--- src/design/assert_macros.svh ---
// Assertion helpers shared by the parser modules.
// Both sample on clk and are quiet while rst is high.
`ifndef ASSERT_MACROS_SVH
`define ASSERT_MACROS_SVH

// Same-cycle implication
`define ASSERT_IMPL(label, ante, cons) \
  label: assert property (@(posedge clk) disable iff (rst) (ante) |-> (cons)) \
    else $error("assertion failed");

// Next-cycle implication
`define ASSERT_NEXT(label, ante, cons) \
  label: assert property (@(posedge clk) disable iff (rst) (ante) |=> (cons)) \
    else $error("assertion failed");

`endif

--- src/design/dpp_pkg.sv ---
package dpp_pkg;

  // Full-scale value of a number
  localparam int SCALE = 100000;

  localparam int NUM_W  = 17;
  localparam int KIND_W = 2;
  localparam int CHAR_W = 8;
  localparam int DIG_W  = 4;

  // Accumulator holds values below twice the scale; an integer step needs ten times more
  localparam int ACC_W = $clog2(2 * SCALE);
  localparam int INT_W = $clog2(10 * SCALE + 10);

  // Fraction digit weights: scale/1000, then divided by ten per digit
  localparam int WEIGHT0 = SCALE / 1000;
  localparam int WGT_W   = $clog2(WEIGHT0 + 1);
  localparam int PCT_STEP = SCALE / 100;
  localparam int PCT_MAX  = 100;

  localparam int WIDX_W = 3;
  localparam logic [WIDX_W-1:0] WIDX_LAST = 3'd4;

  localparam logic [WGT_W-1:0] WGT_0 = WGT_W'(WEIGHT0);
  localparam logic [WGT_W-1:0] WGT_1 = WGT_W'(WEIGHT0 / 10);
  localparam logic [WGT_W-1:0] WGT_2 = WGT_W'(WEIGHT0 / 100);
  localparam logic [WGT_W-1:0] WGT_3 = WGT_W'(WEIGHT0 / 1000);

  // Character codes
  localparam logic [CHAR_W-1:0] CHAR_ZERO = 8'h30;
  localparam logic [CHAR_W-1:0] CHAR_NINE = 8'h39;
  localparam logic [CHAR_W-1:0] CHAR_PCT  = 8'h25;
  localparam logic [CHAR_W-1:0] CHAR_DOT  = 8'h2E;

  // Character classes
  localparam logic [1:0] CLS_DIGIT = 2'd0;
  localparam logic [1:0] CLS_PCT   = 2'd1;
  localparam logic [1:0] CLS_DOT   = 2'd2;
  localparam logic [1:0] CLS_OTHER = 2'd3;

  // Result kinds
  localparam logic [KIND_W-1:0] KIND_ABS = 2'd0;
  localparam logic [KIND_W-1:0] KIND_REL = 2'd1;
  localparam logic [KIND_W-1:0] KIND_ERR = 2'd2;

  // Parse phases
  localparam logic [1:0] PH_IDLE = 2'd0;
  localparam logic [1:0] PH_INT  = 2'd1;
  localparam logic [1:0] PH_FRAC = 2'd2;

  // Queue between front and back
  localparam int Q_DEPTH = 2;
  localparam int Q_AW    = 1;
  localparam int Q_CW    = 2;

  typedef struct packed {
    logic [1:0]       cls;
    logic [DIG_W-1:0] digit;
  } dpp_item_t;

  typedef struct packed {
    logic      valid;
    dpp_item_t item;
  } dpp_head_t;

  function automatic logic [WGT_W-1:0] frac_weight(input logic [WIDX_W-1:0] idx);
    logic [WGT_W-1:0] w;
    case (idx)
      3'd0: w = WGT_0;
      3'd1: w = WGT_1;
      3'd2: w = WGT_2;
      3'd3: w = WGT_3;
      default: w = '0;
    endcase
    return w;
  endfunction

endpackage

--- src/design/dpp_front.sv ---
`include "assert_macros.svh"

module dpp_front (
  input  logic                       clk,
  input  logic                       rst,
  input  logic                       in_valid,
  output logic                       in_stall,
  input  logic [dpp_pkg::CHAR_W-1:0] char_code,
  output dpp_pkg::dpp_head_t         head,
  input  logic                       pop
);
  import dpp_pkg::*;

  dpp_item_t             slots [Q_DEPTH];
  logic [Q_AW-1:0]       wptr;
  logic [Q_AW-1:0]       rptr;
  logic [Q_CW-1:0]       count;
  dpp_item_t             item_in;
  logic                  push;
  logic                  is_digit;
  logic [CHAR_W-1:0]     digit_code;

  // Classify the incoming character
  always_comb begin
    is_digit   = (char_code >= CHAR_ZERO) && (char_code <= CHAR_NINE);
    digit_code = char_code - CHAR_ZERO;
    item_in.digit = is_digit ? digit_code[DIG_W-1:0] : '0;
    if (is_digit) begin
      item_in.cls = CLS_DIGIT;
    end else if (char_code == CHAR_PCT) begin
      item_in.cls = CLS_PCT;
    end else if (char_code == CHAR_DOT) begin
      item_in.cls = CLS_DOT;
    end else begin
      item_in.cls = CLS_OTHER;
    end
  end

  assign in_stall = (count == Q_CW'(Q_DEPTH));
  assign push     = in_valid && !in_stall;

  assign head.valid = (count != '0);
  assign head.item  = slots[rptr];

  // Store classified characters
  always_ff @(posedge clk) begin
    if (push) begin
      slots[wptr] <= item_in;
    end
  end

  // Advance queue pointers
  always_ff @(posedge clk) begin
    if (rst) begin
      wptr  <= '0;
      rptr  <= '0;
      count <= '0;
    end else begin
      if (push) begin
        wptr <= wptr + 1'b1;
      end
      if (pop) begin
        rptr <= rptr + 1'b1;
      end
      count <= count + Q_CW'(push) - Q_CW'(pop);
    end
  end

  `ASSERT_IMPL(a_pop_nonempty, pop, count != '0)
  `ASSERT_IMPL(a_count_bound, 1'b1, count <= Q_CW'(Q_DEPTH))

endmodule

--- src/design/dpp_back.sv ---
`include "assert_macros.svh"

module dpp_back (
  input  logic                       clk,
  input  logic                       rst,
  input  dpp_pkg::dpp_head_t         head,
  output logic                       pop,
  output logic                       out_valid,
  input  logic                       out_stall,
  output logic [dpp_pkg::KIND_W-1:0] kind,
  output logic [dpp_pkg::NUM_W-1:0]  number,
  output logic                       end_consumed
);
  import dpp_pkg::*;

  localparam logic [ACC_W-1:0] SCALE_ACC = ACC_W'(SCALE);
  localparam logic [INT_W-1:0] SCALE_INT = INT_W'(SCALE);

  logic [1:0]          phase;
  logic [1:0]          phase_next;
  logic [ACC_W-1:0]    acc;
  logic [ACC_W-1:0]    acc_next;
  logic [WIDX_W-1:0]   widx;
  logic [WIDX_W-1:0]   widx_next;

  logic                produce;
  logic [KIND_W-1:0]   res_kind;
  logic [ACC_W-1:0]    res_value;
  logic                res_used;

  logic [DIG_W-1:0]    d;
  logic [WGT_W-1:0]    weight;
  logic [WGT_W+3:0]    frac_prod;
  logic [ACC_W-1:0]    frac_sum;
  logic [INT_W-1:0]    int_val;
  logic [ACC_W-1:0]    rel_src;
  logic                rel_over;
  logic [ACC_W-1:0]    rel_val;

  // Datapath terms for each kind of step
  always_comb begin
    d         = head.item.digit;
    weight    = frac_weight(widx);
    frac_prod = (WGT_W+4)'(d) * (WGT_W+4)'(weight);
    frac_sum  = acc + ACC_W'(frac_prod);
    int_val   = INT_W'(acc) * INT_W'(10) + INT_W'(d);
    rel_src   = (phase == PH_INT) ? acc : '0;
    rel_over  = rel_src > ACC_W'(PCT_MAX);
    rel_val   = ACC_W'(rel_src[6:0]) * ACC_W'(PCT_STEP);
  end

  // Parse step for the character at the head of the queue
  always_comb begin
    produce    = 1'b0;
    res_kind   = KIND_ERR;
    res_value  = '0;
    res_used   = 1'b0;
    phase_next = phase;
    acc_next   = acc;
    widx_next  = widx;
    case (phase)
      PH_FRAC: begin
        if (head.item.cls == CLS_DIGIT) begin
          acc_next  = frac_sum;
          widx_next = (widx == WIDX_LAST) ? widx : widx + 1'b1;
        end else if (head.item.cls == CLS_PCT) begin
          produce  = 1'b1;
          res_used = 1'b1;
          if (acc <= SCALE_ACC) begin
            res_kind  = KIND_REL;
            res_value = acc;
          end
        end else begin
          produce = 1'b1;
        end
      end
      PH_INT: begin
        if (head.item.cls == CLS_DIGIT) begin
          if (int_val >= SCALE_INT) begin
            produce  = 1'b1;
            res_used = 1'b1;
          end else begin
            acc_next = ACC_W'(int_val);
          end
        end else if (head.item.cls == CLS_OTHER) begin
          produce   = 1'b1;
          res_kind  = KIND_ABS;
          res_value = acc;
        end else if (rel_over) begin
          produce  = 1'b1;
          res_used = 1'b1;
        end else if (head.item.cls == CLS_PCT) begin
          produce   = 1'b1;
          res_used  = 1'b1;
          res_kind  = KIND_REL;
          res_value = rel_val;
        end else begin
          acc_next   = rel_val;
          widx_next  = '0;
          phase_next = PH_FRAC;
        end
      end
      default: begin
        if (head.item.cls == CLS_DIGIT) begin
          acc_next   = ACC_W'(d);
          widx_next  = '0;
          phase_next = PH_INT;
        end else if (head.item.cls == CLS_DOT) begin
          acc_next   = rel_val;
          widx_next  = '0;
          phase_next = PH_FRAC;
        end else begin
          produce = 1'b1;
        end
      end
    endcase
    // Clear state after every result
    if (produce) begin
      phase_next = PH_IDLE;
      acc_next   = '0;
      widx_next  = '0;
    end
  end

  // Take the head unless its result has nowhere to go
  assign pop = head.valid && (!produce || !out_valid || !out_stall);

  // Advance parse state
  always_ff @(posedge clk) begin
    if (rst) begin
      phase <= PH_IDLE;
      acc   <= '0;
      widx  <= '0;
    end else if (pop) begin
      phase <= phase_next;
      acc   <= acc_next;
      widx  <= widx_next;
    end
  end

  // Hold the result until the receiver takes it
  always_ff @(posedge clk) begin
    if (rst) begin
      out_valid <= 1'b0;
    end else if (pop && produce) begin
      out_valid <= 1'b1;
    end else if (!out_stall) begin
      out_valid <= 1'b0;
    end
  end

  always_ff @(posedge clk) begin
    if (pop && produce) begin
      kind         <= res_kind;
      number       <= (res_kind == KIND_ERR) ? '0 : NUM_W'(res_value);
      end_consumed <= res_used;
    end
  end

  `ASSERT_IMPL(a_int_range, phase == PH_INT, acc < SCALE_ACC)
  `ASSERT_IMPL(a_err_zero, out_valid && kind == KIND_ERR, number == '0)
  `ASSERT_NEXT(a_no_overwrite, out_valid && out_stall && !(pop && produce), out_valid)

endmodule

--- src/design/decimal_percent_number_parser.sv ---
// Decimal / percentage number parser.
// Input channel: in_valid, in_stall, char_code. One character per transfer;
// a run of characters forms one number, ended by a character that does not
// belong to it (a zero byte works).
// Output channel: out_valid, out_stall, kind, number, end_consumed. One
// transfer per parsed number: kind absolute, relative or error, number in
// scale units (zero on error), end_consumed set when the final character
// was part of the number.
// Throughput: one character per cycle while no result waits on a stalled
// receiver. A two-entry queue sits between the character classifier and
// the parse state machine; the state machine takes one queued character
// per cycle, unless its result must wait, and feeds an output register.
// A result passes through the queue stage, then the output register.
// When the receiver stalls, the result holds in the output register; the
// state machine keeps taking characters that give no result, and the queue
// fills only once a second result is waiting, then in_stall rises.
// Reset (rst, synchronous): empties the queue, drops any pending result and
// returns the parser to idle with its value cleared.
module decimal_percent_number_parser (
  input  logic                       clk,
  input  logic                       rst,
  input  logic                       in_valid,
  output logic                       in_stall,
  input  logic [7:0]                 char_code,
  output logic                       out_valid,
  input  logic                       out_stall,
  output logic [dpp_pkg::KIND_W-1:0] kind,
  output logic [dpp_pkg::NUM_W-1:0]  number,
  output logic                       end_consumed
);
  import dpp_pkg::*;

  dpp_head_t head;
  logic      pop;

  dpp_front u_front (
    .clk       (clk),
    .rst       (rst),
    .in_valid  (in_valid),
    .in_stall  (in_stall),
    .char_code (char_code),
    .head      (head),
    .pop       (pop)
  );

  dpp_back u_back (
    .clk          (clk),
    .rst          (rst),
    .head         (head),
    .pop          (pop),
    .out_valid    (out_valid),
    .out_stall    (out_stall),
    .kind         (kind),
    .number       (number),
    .end_consumed (end_consumed)
  );

endmodule
--- config.mk ---
export PLATFORM = sky130hd
export DESIGN_NAME = decimal_percent_number_parser
export DESIGN_NICKNAME = d
export VERILOG_FILES = /design/src/design/dpp_pkg.sv /design/src/design/dpp_front.sv /design/src/design/dpp_back.sv /design/src/design/decimal_percent_number_parser.sv
export VERILOG_INCLUDE_DIRS = /design/src /design/src/design
export SDC_FILE = /design/constraint.sdc
export NUM_CORES = 1
export LEC_CHECK = 0
export ABC_AREA = 1
export BUFFER_PORTS_ARGS = -buffer_cell sky130_fd_sc_hd__buf_2
export CAP_MARGIN = 20
export CELL_PAD_IN_SITES_DETAIL_PLACEMENT = 0
export CELL_PAD_IN_SITES_GLOBAL_PLACEMENT = 1
export CORE_ASPECT_RATIO = 1.25
export CORE_MARGIN = 4
export CORE_UTILIZATION = 47
export CTS_CLUSTER_DIAMETER = 60
export DETAILED_ROUTE_END_ITERATION = 6
export PLACE_DENSITY = 0.83
export SLEW_MARGIN = 20
export SYNTH_ARGS = -nofsm -noshare
export SYNTH_HDL_FRONTEND = slang
export SYNTH_SLANG_ARGS = --single-unit
--- constraint.sdc ---
create_clock -name clk -period 7.1 [get_ports clk]
set_clock_uncertainty 0.2 [all_clocks]
set_input_delay 0.71 -clock clk [delete_from_list [all_inputs] [get_ports clk]]
set_output_delay 0.71 -clock clk [all_outputs]
set_load 0.02 [all_outputs]
# Word level (Yosys, flattened, before mapping)
# Memory sizes are Yosys's and may differ from the RTL's. A register that Yosys moved wholly into a read port is not among the register bits.
# Cells that the tools add are included.
# totals
regBits	48
mem_bits_rw	12
in_bits	12
wordCells	137
mem_count	1
# op_classes
addsub	8
mul	3
n_lt_le_gt_ge	5
n_eq_ne	24
mux	69
reduce_logical	17
# mem_list
memory	words	width	read_ports	rd_clocked_by_memory_dff	write_ports	line	text
u_front.slots	2	6	1	1	1	dpp_front.sv:14	dpp_item_t slots [Q_DEPTH];
# op_table
op	count
$mux 18	10
$mux 17	7
$pmux 18 s2	1
$pmux 17 s2	1
$mux 2	16
$mux 3	9
$pmux 7 s3	1
$add 20x4->20	1
$ge 20x17->1 const B	1
$mul 18x3->19 const B	1
$add 18x11->18	1
$gt 18x7->1 const B	1
$le 18x17->1 const B	1
$mux 1	18
$eq 8x6->1 const B	2
$ne 4x3->1 const B	4
$ne 3x2->1 const B	5
$mul 7x7->14 const B	1
$reduce_and 7->1	2
$mul 4x7->11	1
$eq 2x2->1 const B	5
$ge 8x6->1 const B	1
$le 8x6->1 const B	1
$pmux 2 s2	2
22 further kinds	33

# Logic depth before layout (Yosys ltp)
# Gate-level depths: netlist (run 1).
# depth
word_depth	13
ltp_mapped	31

# Cells and area by module
# Synthesis (run 1) repeated with hierarchy kept, for this count alone.
# hier_totals
cells_unflattened	1142
area_unflattened_um2	8005.2
# by_module_without_submodules
mod	instances	cells_each	area_each_um2	seq_area_each_um2
dpp_back	1	1062	7193.1	1081.0
dpp_front	1	80	812.0	460.4

# Least setup slack after synthesis (run 1)
# Ideal clock, no wire load.
# synth_timing
kind	reg-to-reg
start	register u_back.phase[1]
end	register u_back.acc[12]
setup_ns	0.064
arrival_ns	4.931
t_required_ns	6.836
slack_ns	1.905
stages_incl_launch_ff	25
n_path_buf	1
synth_period_minus_slack_ns	5.195
path_cell_list	dfxtp_1 > inv_1 > ha_1 > clkbuf_1 > nand2_1 > inv_1 > fa_1 > inv_1 > fa_1 > fa_1 > inv_1 > fa_1 > ha_1 > nand2_1 > o21ai_0 > nand2_1 > a21oi_1 > nor2_1 > xor2_1 > or2_2 > o21ai_0 > a32oi_1 > nor3b_1 > o21ai_1 > nor2_1
# synth_between
elab_chain_cells	12
# synth_lines
element	line	text
start, declared	dpp_back.sv:19	logic [1:0] phase;
start signal, assigned	dpp_back.sv:135	phase <= phase_next;
parallel branches: the longest is 12 deep, another holds $mul 7x7->14	-	
end signal, assigned	dpp_back.sv:136	acc <= acc_next;
end, declared	dpp_back.sv:21	logic [ACC_W-1:0] acc;
# Several ways; the timed one is not identified. The select of a mux whose other input is x is not followed.
# A chain may end at the register's enable or synchronous reset.

# Worst setup path in the final report (run 1)
# Same ends and word-level chain as after synthesis.

==> results of run 1 <==
==> worst register-to-register path, delay by kind of cell, from the launching register on <==
kind	cells	cell delay, ps
adders and majority gates	6	2720
and+or+nand+nor	7	990
AOI/OAI and AO/OA	5	730
buffers and inverters	4	470
DFF	1	330
xor gates and xnor gates	1	150
==> per-layer routing <==
layer	track usage [%]	wire (um)	up-vias
met5	0	0	-
met4	9.39	763	0
met3	2.86	1230	57
met2	43.9	11900	222
met1	32.1	9780	3514
li1	-	-	3777
==> stage by stage <==
step | cell area (um2) | hold slack, ps | std cells
final | 8520 | 252 | 1378
after CTS | 8520 | 253 | 1378
after detailed placement | 8230 | 247 | 1362
after global routing | 8520 | 275 | 1378
after global placement | 8230 | 235 | 1362
after floorplan | 7870 | 226 | 1129
==> cells in the mapped netlist, types with 2 or more instances <==
library cell / number / area [um2]
nor2_1: 116 / 435
o211ai_1: 3 / 22.5
ha_1: 105 / 1310
nand4_2: 2 / 25.0
a31oi_1: 9 / 56.3
buf_4: 2 / 15.0
edfxtp_1: 32 / 961
buf_6: 2 / 22.5
inv_2: 8 / 30.0
nor4_1: 4 / 25.0
o2111ai_1: 3 / 26.3
a21oi_1: 68 / 340
inv_1: 184 / 691
o21a_1: 2 / 15.0
xnor2_1: 7 / 61.3
o21ai_0: 55 / 275
buf_2: 4 / 20.0
nand2_1: 247 / 927
nand2_2: 14 / 87.6
a22oi_1: 7 / 52.6
nor3_1: 21 / 105
o221ai_1: 4 / 35.0
or2_2: 5 / 31.3
nand3_2: 6 / 60.1
a211oi_1: 8 / 60.1
nor2_2: 10 / 62.6
nand3_1: 68 / 340
o21ai_1: 5 / 25.0
a21o_1: 3 / 22.5
nand4_1: 23 / 144
xor2_1: 10 / 87.6
fa_1: 34 / 681
clkbuf_1: 12 / 45.0
nor2_4: 3 / 33.8
dfxtp_1: 29 / 581
==> power breakdown <==
group,switching [W],internal [W]
clock,0.000176,0.000271
combinational,0.00135,0.000632
sequential,0.000124,0.000497
total,0.00166,0.00140
==> sequential cells by signal, summed over array words and instances (netlist names), named ones only <==
register             flops
u_front.rptr             1
u_front.wptr             1
u_back.out_valid         1
u_front.count            2
u_back.kind              2
u_back.phase             2
u_back.widx              3
u_front.slots           12
u_back.end_consumed      1
u_back.acc              18
u_back.number           17
==> cell families (layout without fill, tap and decap cells) <==
kind of cell,count (synthesis),count (layout)
adders and majority gates,139,139
muxes,1,1
and+or+nand+nor,522,522
DFF,61,61
AOI/OAI and AO/OA,175,175
buffers and inverters,213,246
xor gates and xnor gates,18,18
==> area by class of cell <==
type | instances | area, um2 | share of cell area (%)
multi-input cells | 855 | 5500 | 64.5
clock buffers | 10 | 229 | 2.69
clock inverters | 6 | 63.8 | 0.749
well taps | 216 | 270 | 3.17
flip-flops and latches | 61 | 1540 | 18.1
inverters | 193 | 724 | 8.50
repair buffers | 37 | 195 | 2.29
==> how the worst max path moves through the flow <==
stage          cells after the start        endpoint  slack, ps
2_1_floorplan                     24  u_back.acc[12]       1910
3_3_place_gp                      23  u_back.acc[12]       1610
3_5_place_dp                      23  u_back.acc[12]       1450
4_1_cts                           23  u_back.acc[12]       1450
5_1_grt                           23  u_back.acc[12]        940
6_report                          23  u_back.acc[12]       1440
==> flow_summary_export.csv, run 1 <==
group,metric,value,unit
final_layout,layout_commonest_cell,"nand2_1",
run,cap_viol_max_count,0,
route,drt-total-wl,23.6,mm
final_layout,final_util,52.2,%
logic_synthesis,ys_ff_latch,61,
outcome,run_status,"completed",
floorplan,dieArea,18900,um2
critical_path,worstPathMaxFanout,14,
route,wl_per_cell,17.2,um
floorplan,rows,52,
clock_network,clock-sinks,61,
clock_network,postCtsResizedCells,0,
route,first_iter_violations,479,
global_route,grt_first_pass_wirelength,37.5,mm
critical_path,critical_path_required,7180,ps
final_layout,syn2layout_area_growth,8.34,%
critical_path,crit_chain,"inv_1, ha_1, nand2_1, inv_1, fa_1, inv_1, fa_1, fa_1, inv_1, fa_1, ha_1, nand2_1, o21ai_0, nand2_1, a21oi_1, nor2_1, xor2_1, or2_2, o21ai_0, a32oi_1, nor3b_1, o21ai_1, nor2_1",
route,viasPerCell,5.49,
floorplan,io_pins,34,
logic_synthesis,synthArstFlopShare,0,%
sta,drv_slew,0,
sta,fin_tns_setup,0,ps
worst_hold_path,hp-class,"reg -> reg",
route,dr_total_vias,7570,
critical_path,path_delay_family,"adder cells",
floorplan,initial_utilization,48.2,%
critical_path,crit_buf_inv,4,
critical_path,crit_path_start,"u_back.phase[1]",
floorplan,coreArea,16300,um2
logic_synthesis,synthMuxAreaShare,0.127,%
pwr,vdd_drop_max,204,uV
logic_synthesis,synth_cells,1129,
final_layout,drive_gt1_share,9.04,%
sta,fin_crit,5660,ps
critical_path,crit_path_top_delay_cell,"fa_1",
global_route,grt_pass1_vias,7281,
logic_synthesis,synthXorXnorAreaFrac,2.10,%
critical_path,r2r_end,"u_back.acc[12]",
placed_design,dp_hpwl,19.1,mm
critical_path,end_kind,"register",
clock_network,holdBufCountCts,0,
pwr,p_leak,4.35,nW
final_layout,diodes,0,
logic_synthesis,postSynthAreaPerCell,6.97,um2
critical_path,r2r-start,"u_back.phase[1]",
global_route,grt_usage,25.4,%
clock_network,clockRootBuffer,"clkbuf_16",
logic_synthesis,ys_seq_area_share,19.6,%
logic_synthesis,synth-simple-area-share,29.5,%
critical_path,reg2reg_depth,23,
global_route,grt_overflow_total,0,
sta,fin_crit_sh,79.7,%
clock_network,clk_pin_slew,70,ps
clock_network,post-cts-setup-buffer-count,0,
critical_path,cpPeakStageDelay,520,ps
critical_path,startpoint_type,"register",
global_route,grt_antenna_before_repair,0,
logic_synthesis,synthesis.nets,1280,
pwr,power_density,359,nW/um2
logic_synthesis,yosys_warnings,0,
critical_path,regToRegSetupSlack,1440,ps
pwr,p_total,0.00305,W
worst_hold_path,min_to,"u_front.rptr",
clock_network,clock_latency,340,ps
sta,finalHoldViolations,0,
logic_synthesis,synth_top_family_by_area,"simple AND/OR/NAND/NOR gates",
sta,tightestPinTransition,859,ps
placed_design,gp_congestion,0.953,
sta,setup-violations-final,0,
logic_synthesis,synth_area,7870,um2
route,ant_nets,0,
logic_synthesis,synth_cell_types,49,
clock_network,htreeDepth,3,
critical_path,crit_type,"reg -> reg",
worst_hold_path,whs_path_depth,1,
placed_design,place_ws,1450,ps
final_layout,n_fill_cell,1691,
route,drc,0,
final_layout,mostFrequentLayoutCells,"nand2_1, inv_1, nor2_1",
placed_design,port-buffer-count,33,
logic_synthesis,synth_compound_area_share,12.8,%
global_route,grt_max_degree,29,
sta,setup_ws,1440,ps
sta,slew_headroom,42.1,%
route,firstDrtPassIters,6,
logic_synthesis,synth_fa_ha_area_share,25.4,%
floorplan,die-height,153,um
worst_hold_path,min_from,"u_front.rptr",
logic_synthesis,synth-edff-count,32,
sta,rsz0062_at_grt,"no",
final_layout,nets,1308,
sta,fmax,177,MHz
clock_network,numCtsBuffers,9,
clock_network,cts_tree,"done",
critical_path,arrival,5740,ps
logic_synthesis,ys.flop_type,"edfxtp_1",
floorplan,die_w,124,um
clock_network,cts.path.max_buffers,2,
(Power assumes the default switching activity.)
==> inputs of run 2 (changes only) <==
- clock period: 7.1 -> 5.7 ns (I/O delays scaled with it)
==> run 2 against run 1 <==
Compared with the run above: sequential share of layout area decreased by 0.17 points; largest power group unchanged; sequential cell count unchanged; critical path type unchanged; die area unchanged; first-iteration DRC count decreased by 9.0%; setup slack got worse by 1000 ps; routed wire length increased by 0.47%; highest routed layer unchanged.
==> flow_summary_export.csv, run 2 (synthesized netlist as in run 1, its figures left out) <==
group,metric,value,unit
outcome,run_status,"completed",
floorplan,initial_utilization,48.2,%
pwr,p_comb_share,66.1,%
clock_network,holdBufCountCts,0,
global_route,grt_overflow_total,0,
route,drc,0,
final_layout,n_fill_cell,1669,
global_route,grt_pass1_vias,7544,
global_route,grt_max_degree,29,
route,viasPerCell,5.48,
final_layout,drive_gt1_share,10.1,%
final_layout,syn2layout_area_growth,9.34,%
clock_network,clock-sinks,61,
pwr,vdd_drop_max,219,uV
route,wl_per_cell,17.1,um
critical_path,arrival,5320,ps
placed_design,dp_hpwl,19.5,mm
pwr,seqPwrFrac,19.6,%
pwr,p_leak,4.39,nW
floorplan,rows,52,
route,drt-total-wl,23.7,mm
critical_path,worstPathMaxFanout,8,
clock_network,clockRootBuffer,"clkbuf_16",
sta,drv_slew,0,
critical_path,startpoint_type,"register",
clock_network,clk_pin_slew,60,ps
clock_network,cts_tree,"done",
critical_path,r2r-start,"u_back.phase[1]",
route,firstDrtPassIters,6,
pwr,p_total,0.00390,W
final_layout,layout_commonest_cell,"nand2_1",
sta,fin_crit_sh,92.8,%
pwr,intPower,0.00177,W
global_route,grt_usage,25.9,%
worst_hold_path,hp-class,"reg -> reg",
critical_path,critical_path_required,5730,ps
critical_path,crit_type,"reg -> reg",
floorplan,dieArea,18900,um2
sta,rsz0062_at_grt,"no",
final_layout,nets,1317,
placed_design,port-buffer-count,33,
pwr,pwr-share-clk,14.3,%
sta,setup-violations-final,0,
worst_hold_path,min_from,"u_front.rptr",
pwr,p_switching,0.00213,W
final_layout,mostFrequentLayoutCells,"nand2_1, inv_1, nor2_1",
floorplan,die-height,153,um
sta,slew_headroom,41.0,%
run,cap_viol_max_count,0,
route,first_iter_violations,436,
final_layout,regMostFlops,"u_back.acc",
floorplan,io_pins,34,
critical_path,end_kind,"register",
route,ant_nets,0,
placed_design,gp_congestion,0.912,
critical_path,crit_path_start,"u_back.phase[1]",
sta,fin_tns_setup,0,ps
clock_network,htreeDepth,3,
clock_network,numCtsBuffers,9,
clock_network,clock_latency,330,ps
global_route,grt_first_pass_wirelength,38.5,mm
floorplan,coreArea,16300,um2
final_layout,reg_top3,"u_back.acc (18), u_back.number (17), u_front.slots (12)",
clock_network,cts.path.max_buffers,2,
floorplan,die_w,124,um
final_layout,largest_register_ffs,18,
sta,fin_crit,5290,ps
global_route,grt_antenna_before_repair,0,
sta,finalHoldViolations,0,
pwr,power_density,453,nW/um2
sta,fmax,189,MHz
route,dr_total_vias,7606,
sta,tightestPinTransition,882,ps
pwr,switching_share,54.6,%
final_layout,diodes,0,
[run 2: per-layer routing]
metal	vias to the layer above	share of wire, %	track usage (%)
li1	3794	-	-
met1	3498	41	32.1
met2	250	50	44.8
met3	64	5.4	3.60
met4	0	3.7	10.1
met5	-	0	0
[run 2: what timing repair did]
action / in CTS / in global routing
endpoints found under the setup margin: 0 / 3
gates resized for setup: 0 / 4
buffers inserted: 0 / 1
[run 2: final timing paths]
kind | endpoint | slack, ps | cells after the start
setup / recovery | u_back.acc[16] | 410 | 25
setup reg to reg | u_back.acc[16] | 410 | 25
hold reg to reg | u_front.rptr | 260 | 1
hold / removal | u_front.rptr | 260 | 1
[run 2: per-stage QoR]
step | util [%] | worst slack [ps] | cells | hold WS (ps) | instance area, um2
after floorplan | - | 505 | 1129 | 226 | 7870
after global placement | 50.8 | 423 | 1370 | 236 | 8290
after detailed placement | 50.8 | 273 | 1370 | 242 | 8290
after CTS | 52.6 | 251 | 1386 | 257 | 8590
after global routing | 52.7 | 18.7 | 1387 | 305 | 8600
final | 52.7 | 408 | 1387 | 256 | 8600
[run 2: power by group through the flow]
stage	Combinational [W]	Clock, W	Sequential (W)
2_1_floorplan	0.00185	0	0.000785
3_3_place_gp	0.00254	0	0.000765
3_5_place_dp	0.00255	0	0.000767
4_1_cts	0.00257	0.000560	0.000759
5_1_grt	0.00296	0.000580	0.000778
6_report	0.00257	0.000558	0.000764
[run 2: cell type report]
type / count / area (um2) / share of cell area (%)
multi-input combinational: 855 / 5500 / 63.9
sequential: 61 / 1540 / 17.9
inverter: 193 / 724 / 8.42
tap: 216 / 270 / 3.14
timing repair buffer: 46 / 263 / 3.06
clock buffer: 9 / 225 / 2.62
clock inverter: 7 / 76.3 / 0.888
[run 2: critical path, cell delays in order, from the launching register on]
cell and delay (ps):
dfxtp_1 350, inv_1 50, ha_2 210, nand2_1 120
inv_2 80, fa_1 540, inv_1 60, fa_1 490
fa_1 520, inv_1 60, fa_1 450, ha_1 370
a21oi_1 140, o21ai_1 140, nand2_1 100, o211ai_1 130
a21o_1 190, a21oi_1 140, xor2_1 240, inv_1 90
a21oi_1 130, o31ai_1 80, nand2_1 80, nor2_1 40
nor2_1 110, nor2_1 70
==> inputs of run 3 (changes only) <==
- CORE_ASPECT_RATIO: 1.25 -> default
- PLACE_DENSITY: 0.83 -> default
- PLACE_DENSITY_LB_ADDON: default -> 0.15
- REMOVE_ABC_BUFFERS: default -> 1
==> run 3 against run 2 <==
Compared with the run above: routed wire length is 1.1% higher; fmax is 1.5% lower; register-to-register slack got worse by 80 ps; critical endpoint unchanged; highest routed layer unchanged.
==> flow_summary_export.csv, run 3 (synthesized netlist as in run 1, its figures left out) <==
group,metric,value,unit
outcome,run_status,"completed",
final_layout,syn2layout_area_growth,9.53,%
worst_hold_path,min_from,"u_front.rptr",
final_layout,fin_cells,1396,
critical_path,end_kind,"register",
pwr,p_leak,4.42,nW
final_layout,multi_input_area,5500,um2
placed_design,port-buffer-count,33,
pwr,power_density,449,nW/um2
final_layout,final_util,52.3,%
global_route,grt_pass1_vias,7244,
clock_network,cts.path.max_buffers,2,
final_layout,register_area,1540,um2
global_route,grt_first_pass_wirelength,38.3,mm
clock_network,post-cts-setup-buffer-count,0,
floorplan,initial_utilization,47.8,%
placed_design,placedCellCount,1380,
floorplan,io_pins,34,
final_layout,largest_register_ffs,18,
route,firstDrtPassIters,5,
critical_path,cpMostUsedCell,"inv_1",
critical_path,r2r-start,"u_back.phase[1]",
clock_network,numCtsBuffers,9,
sta,tightestPinTransition,775,ps
sta,slew_headroom,48.2,%
global_route,grt_usage,26.3,%
critical_path,startpoint_type,"register",
final_layout,diodes,0,
placed_design,place_ws,273,ps
placed_design,dp_hpwl,19.4,mm
critical_path,path_delay_family,"adder cells",
critical_path,crit_path_start,"u_back.phase[1]",
floorplan,die-height,137,um
clock_network,clock_latency,340,ps
sta,setup-violations-final,0,
floorplan,dieArea,18900,um2
clock_network,holdBufCountCts,0,
floorplan,coreArea,16500,um2
route,drt-total-wl,24.0,mm
sta,drv_slew,0,
clock_network,htreeDepth,3,
final_layout,regMostFlops,"u_back.acc",
global_route,grt_max_degree,29,
critical_path,arrival,5400,ps
sta,fin_crit,5370,ps
critical_path,critical_path_required,5730,ps
final_layout,mostFrequentLayoutCells,"nand2_1, inv_1, nor2_1",
route,ant_nets,0,
route,dr_total_vias,7593,
sta,fin_crit_sh,94.2,%
clock_network,clockRootBuffer,"clkbuf_16",
final_layout,n_fill_cell,1700,
final_layout,nets,1322,
clock_network,cts_tree,"done",
pwr,vdd_drop_max,304,uV
sta,fin_tns_setup,0,ps
floorplan,rows,47,
placed_design,gp_congestion,0.941,
route,first_iter_violations,607,
run,cap_viol_max_count,0,
critical_path,crit_type,"reg -> reg",
floorplan,die_w,137,um
worst_hold_path,hp-class,"reg -> reg",
final_layout,reg_top3,"u_back.acc (18), u_back.number (17), u_front.slots (12)",
clock_network,clk_pin_slew,60,ps
route,viasPerCell,5.44,
critical_path,cpPeakStageDelay,550,ps
route,drc,0,
sta,rsz0062_at_grt,"no",
route,wl_per_cell,17.2,um
sta,finalHoldViolations,0,
critical_path,worstPathMaxFanout,8,
sta,setup_ws,328,ps
final_layout,drive_gt1_share,10.3,%
global_route,grt_antenna_before_repair,0,
global_route,grt_overflow_total,0,
critical_path,crit_buf_inv,5,
clock_network,clock-sinks,61,
critical_path,crit_path_top_delay_cell,"fa_1",
final_layout,layout_commonest_cell,"nand2_1",
sta,fmax,186,MHz
run 3: cell types whose count changed in the layout (fill, tap and decap cells not counted), moves of 2 or more:
cell and change:
inv_6 +2, inv_1 +2, inv_2 -2, clkinv_4 -2, buf_4 +5, clkinv_2 +2
run 3: timing repair:
item | 4_1_cts | 5_1_grt
resized for setup | 0 | 1
endpoints found under the setup margin | 0 | 2
hold endpoints to repair | 0 | 0
run 3: worst paths after layout:
kind	to	slack, ps	cells past startpoint
min reg2reg	u_front.rptr	260	1
min	u_front.rptr	260	1
max reg2reg	u_back.acc[16]	330	25
max	u_back.acc[16]	330	25
run 3: through the flow:
step | hold WS, ps | area, um2 | power [W]
after global routing | 274 | 8610 | 0.00424
after floorplan | 226 | 7760 | 0.00258
after global placement | 237 | 8340 | 0.00331
final | 257 | 8610 | 0.00387
after CTS | 255 | 8610 | 0.00387
after detailed placement | 247 | 8340 | 0.00333
run 3: power by group:
group | switching (W) | internal (W)
combinational | 0.00178 | 0.000834
clock | 0.000220 | 0.000295
sequential | 0.000124 | 0.000617
total | 0.00212 | 0.00175
run 3: layout make-up:
cell class / count / area share (%)
sequential: 61 / 17.9
clock buffer: 9 / 2.61
inverter: 193 / 8.41
clock inverter: 7 / 0.566
tap: 220 / 3.20
multi-input combinational: 855 / 63.8
timing repair buffer: 51 / 3.49
run 3: per-layer routing:
| metal | vias up | part of all wire, % | GRT usage [%] |
|---|---|---|---|
| met5 | - | 0 | 0 |
| met1 | 3472 | 44 | 34.4 |
| li1 | 3797 | - | - |
| met2 | 249 | 46 | 42.9 |
| met3 | 75 | 5.8 | 3.94 |
| met4 | 0 | 4.7 | 11.9 |
run 3: worst reg2reg max path: stages (launching register included):
cell      delay [ps]
dfxtp_1          360
inv_1             60
ha_2             220
nand2_1          110
inv_1            120
fa_1             550
inv_1             60
fa_1             470
fa_1             510
inv_1             50
fa_1             450
ha_1             370
a21oi_1          140
o21ai_0          170
nand2_1          110
o211ai_1         120
a21o_1           180
a21oi_1          150
xor2_1           250
inv_1            100
a21oi_1          140
o31ai_1           90
nand2_1           80
nor2_1            40
nor2_1           110
nor2_1            60
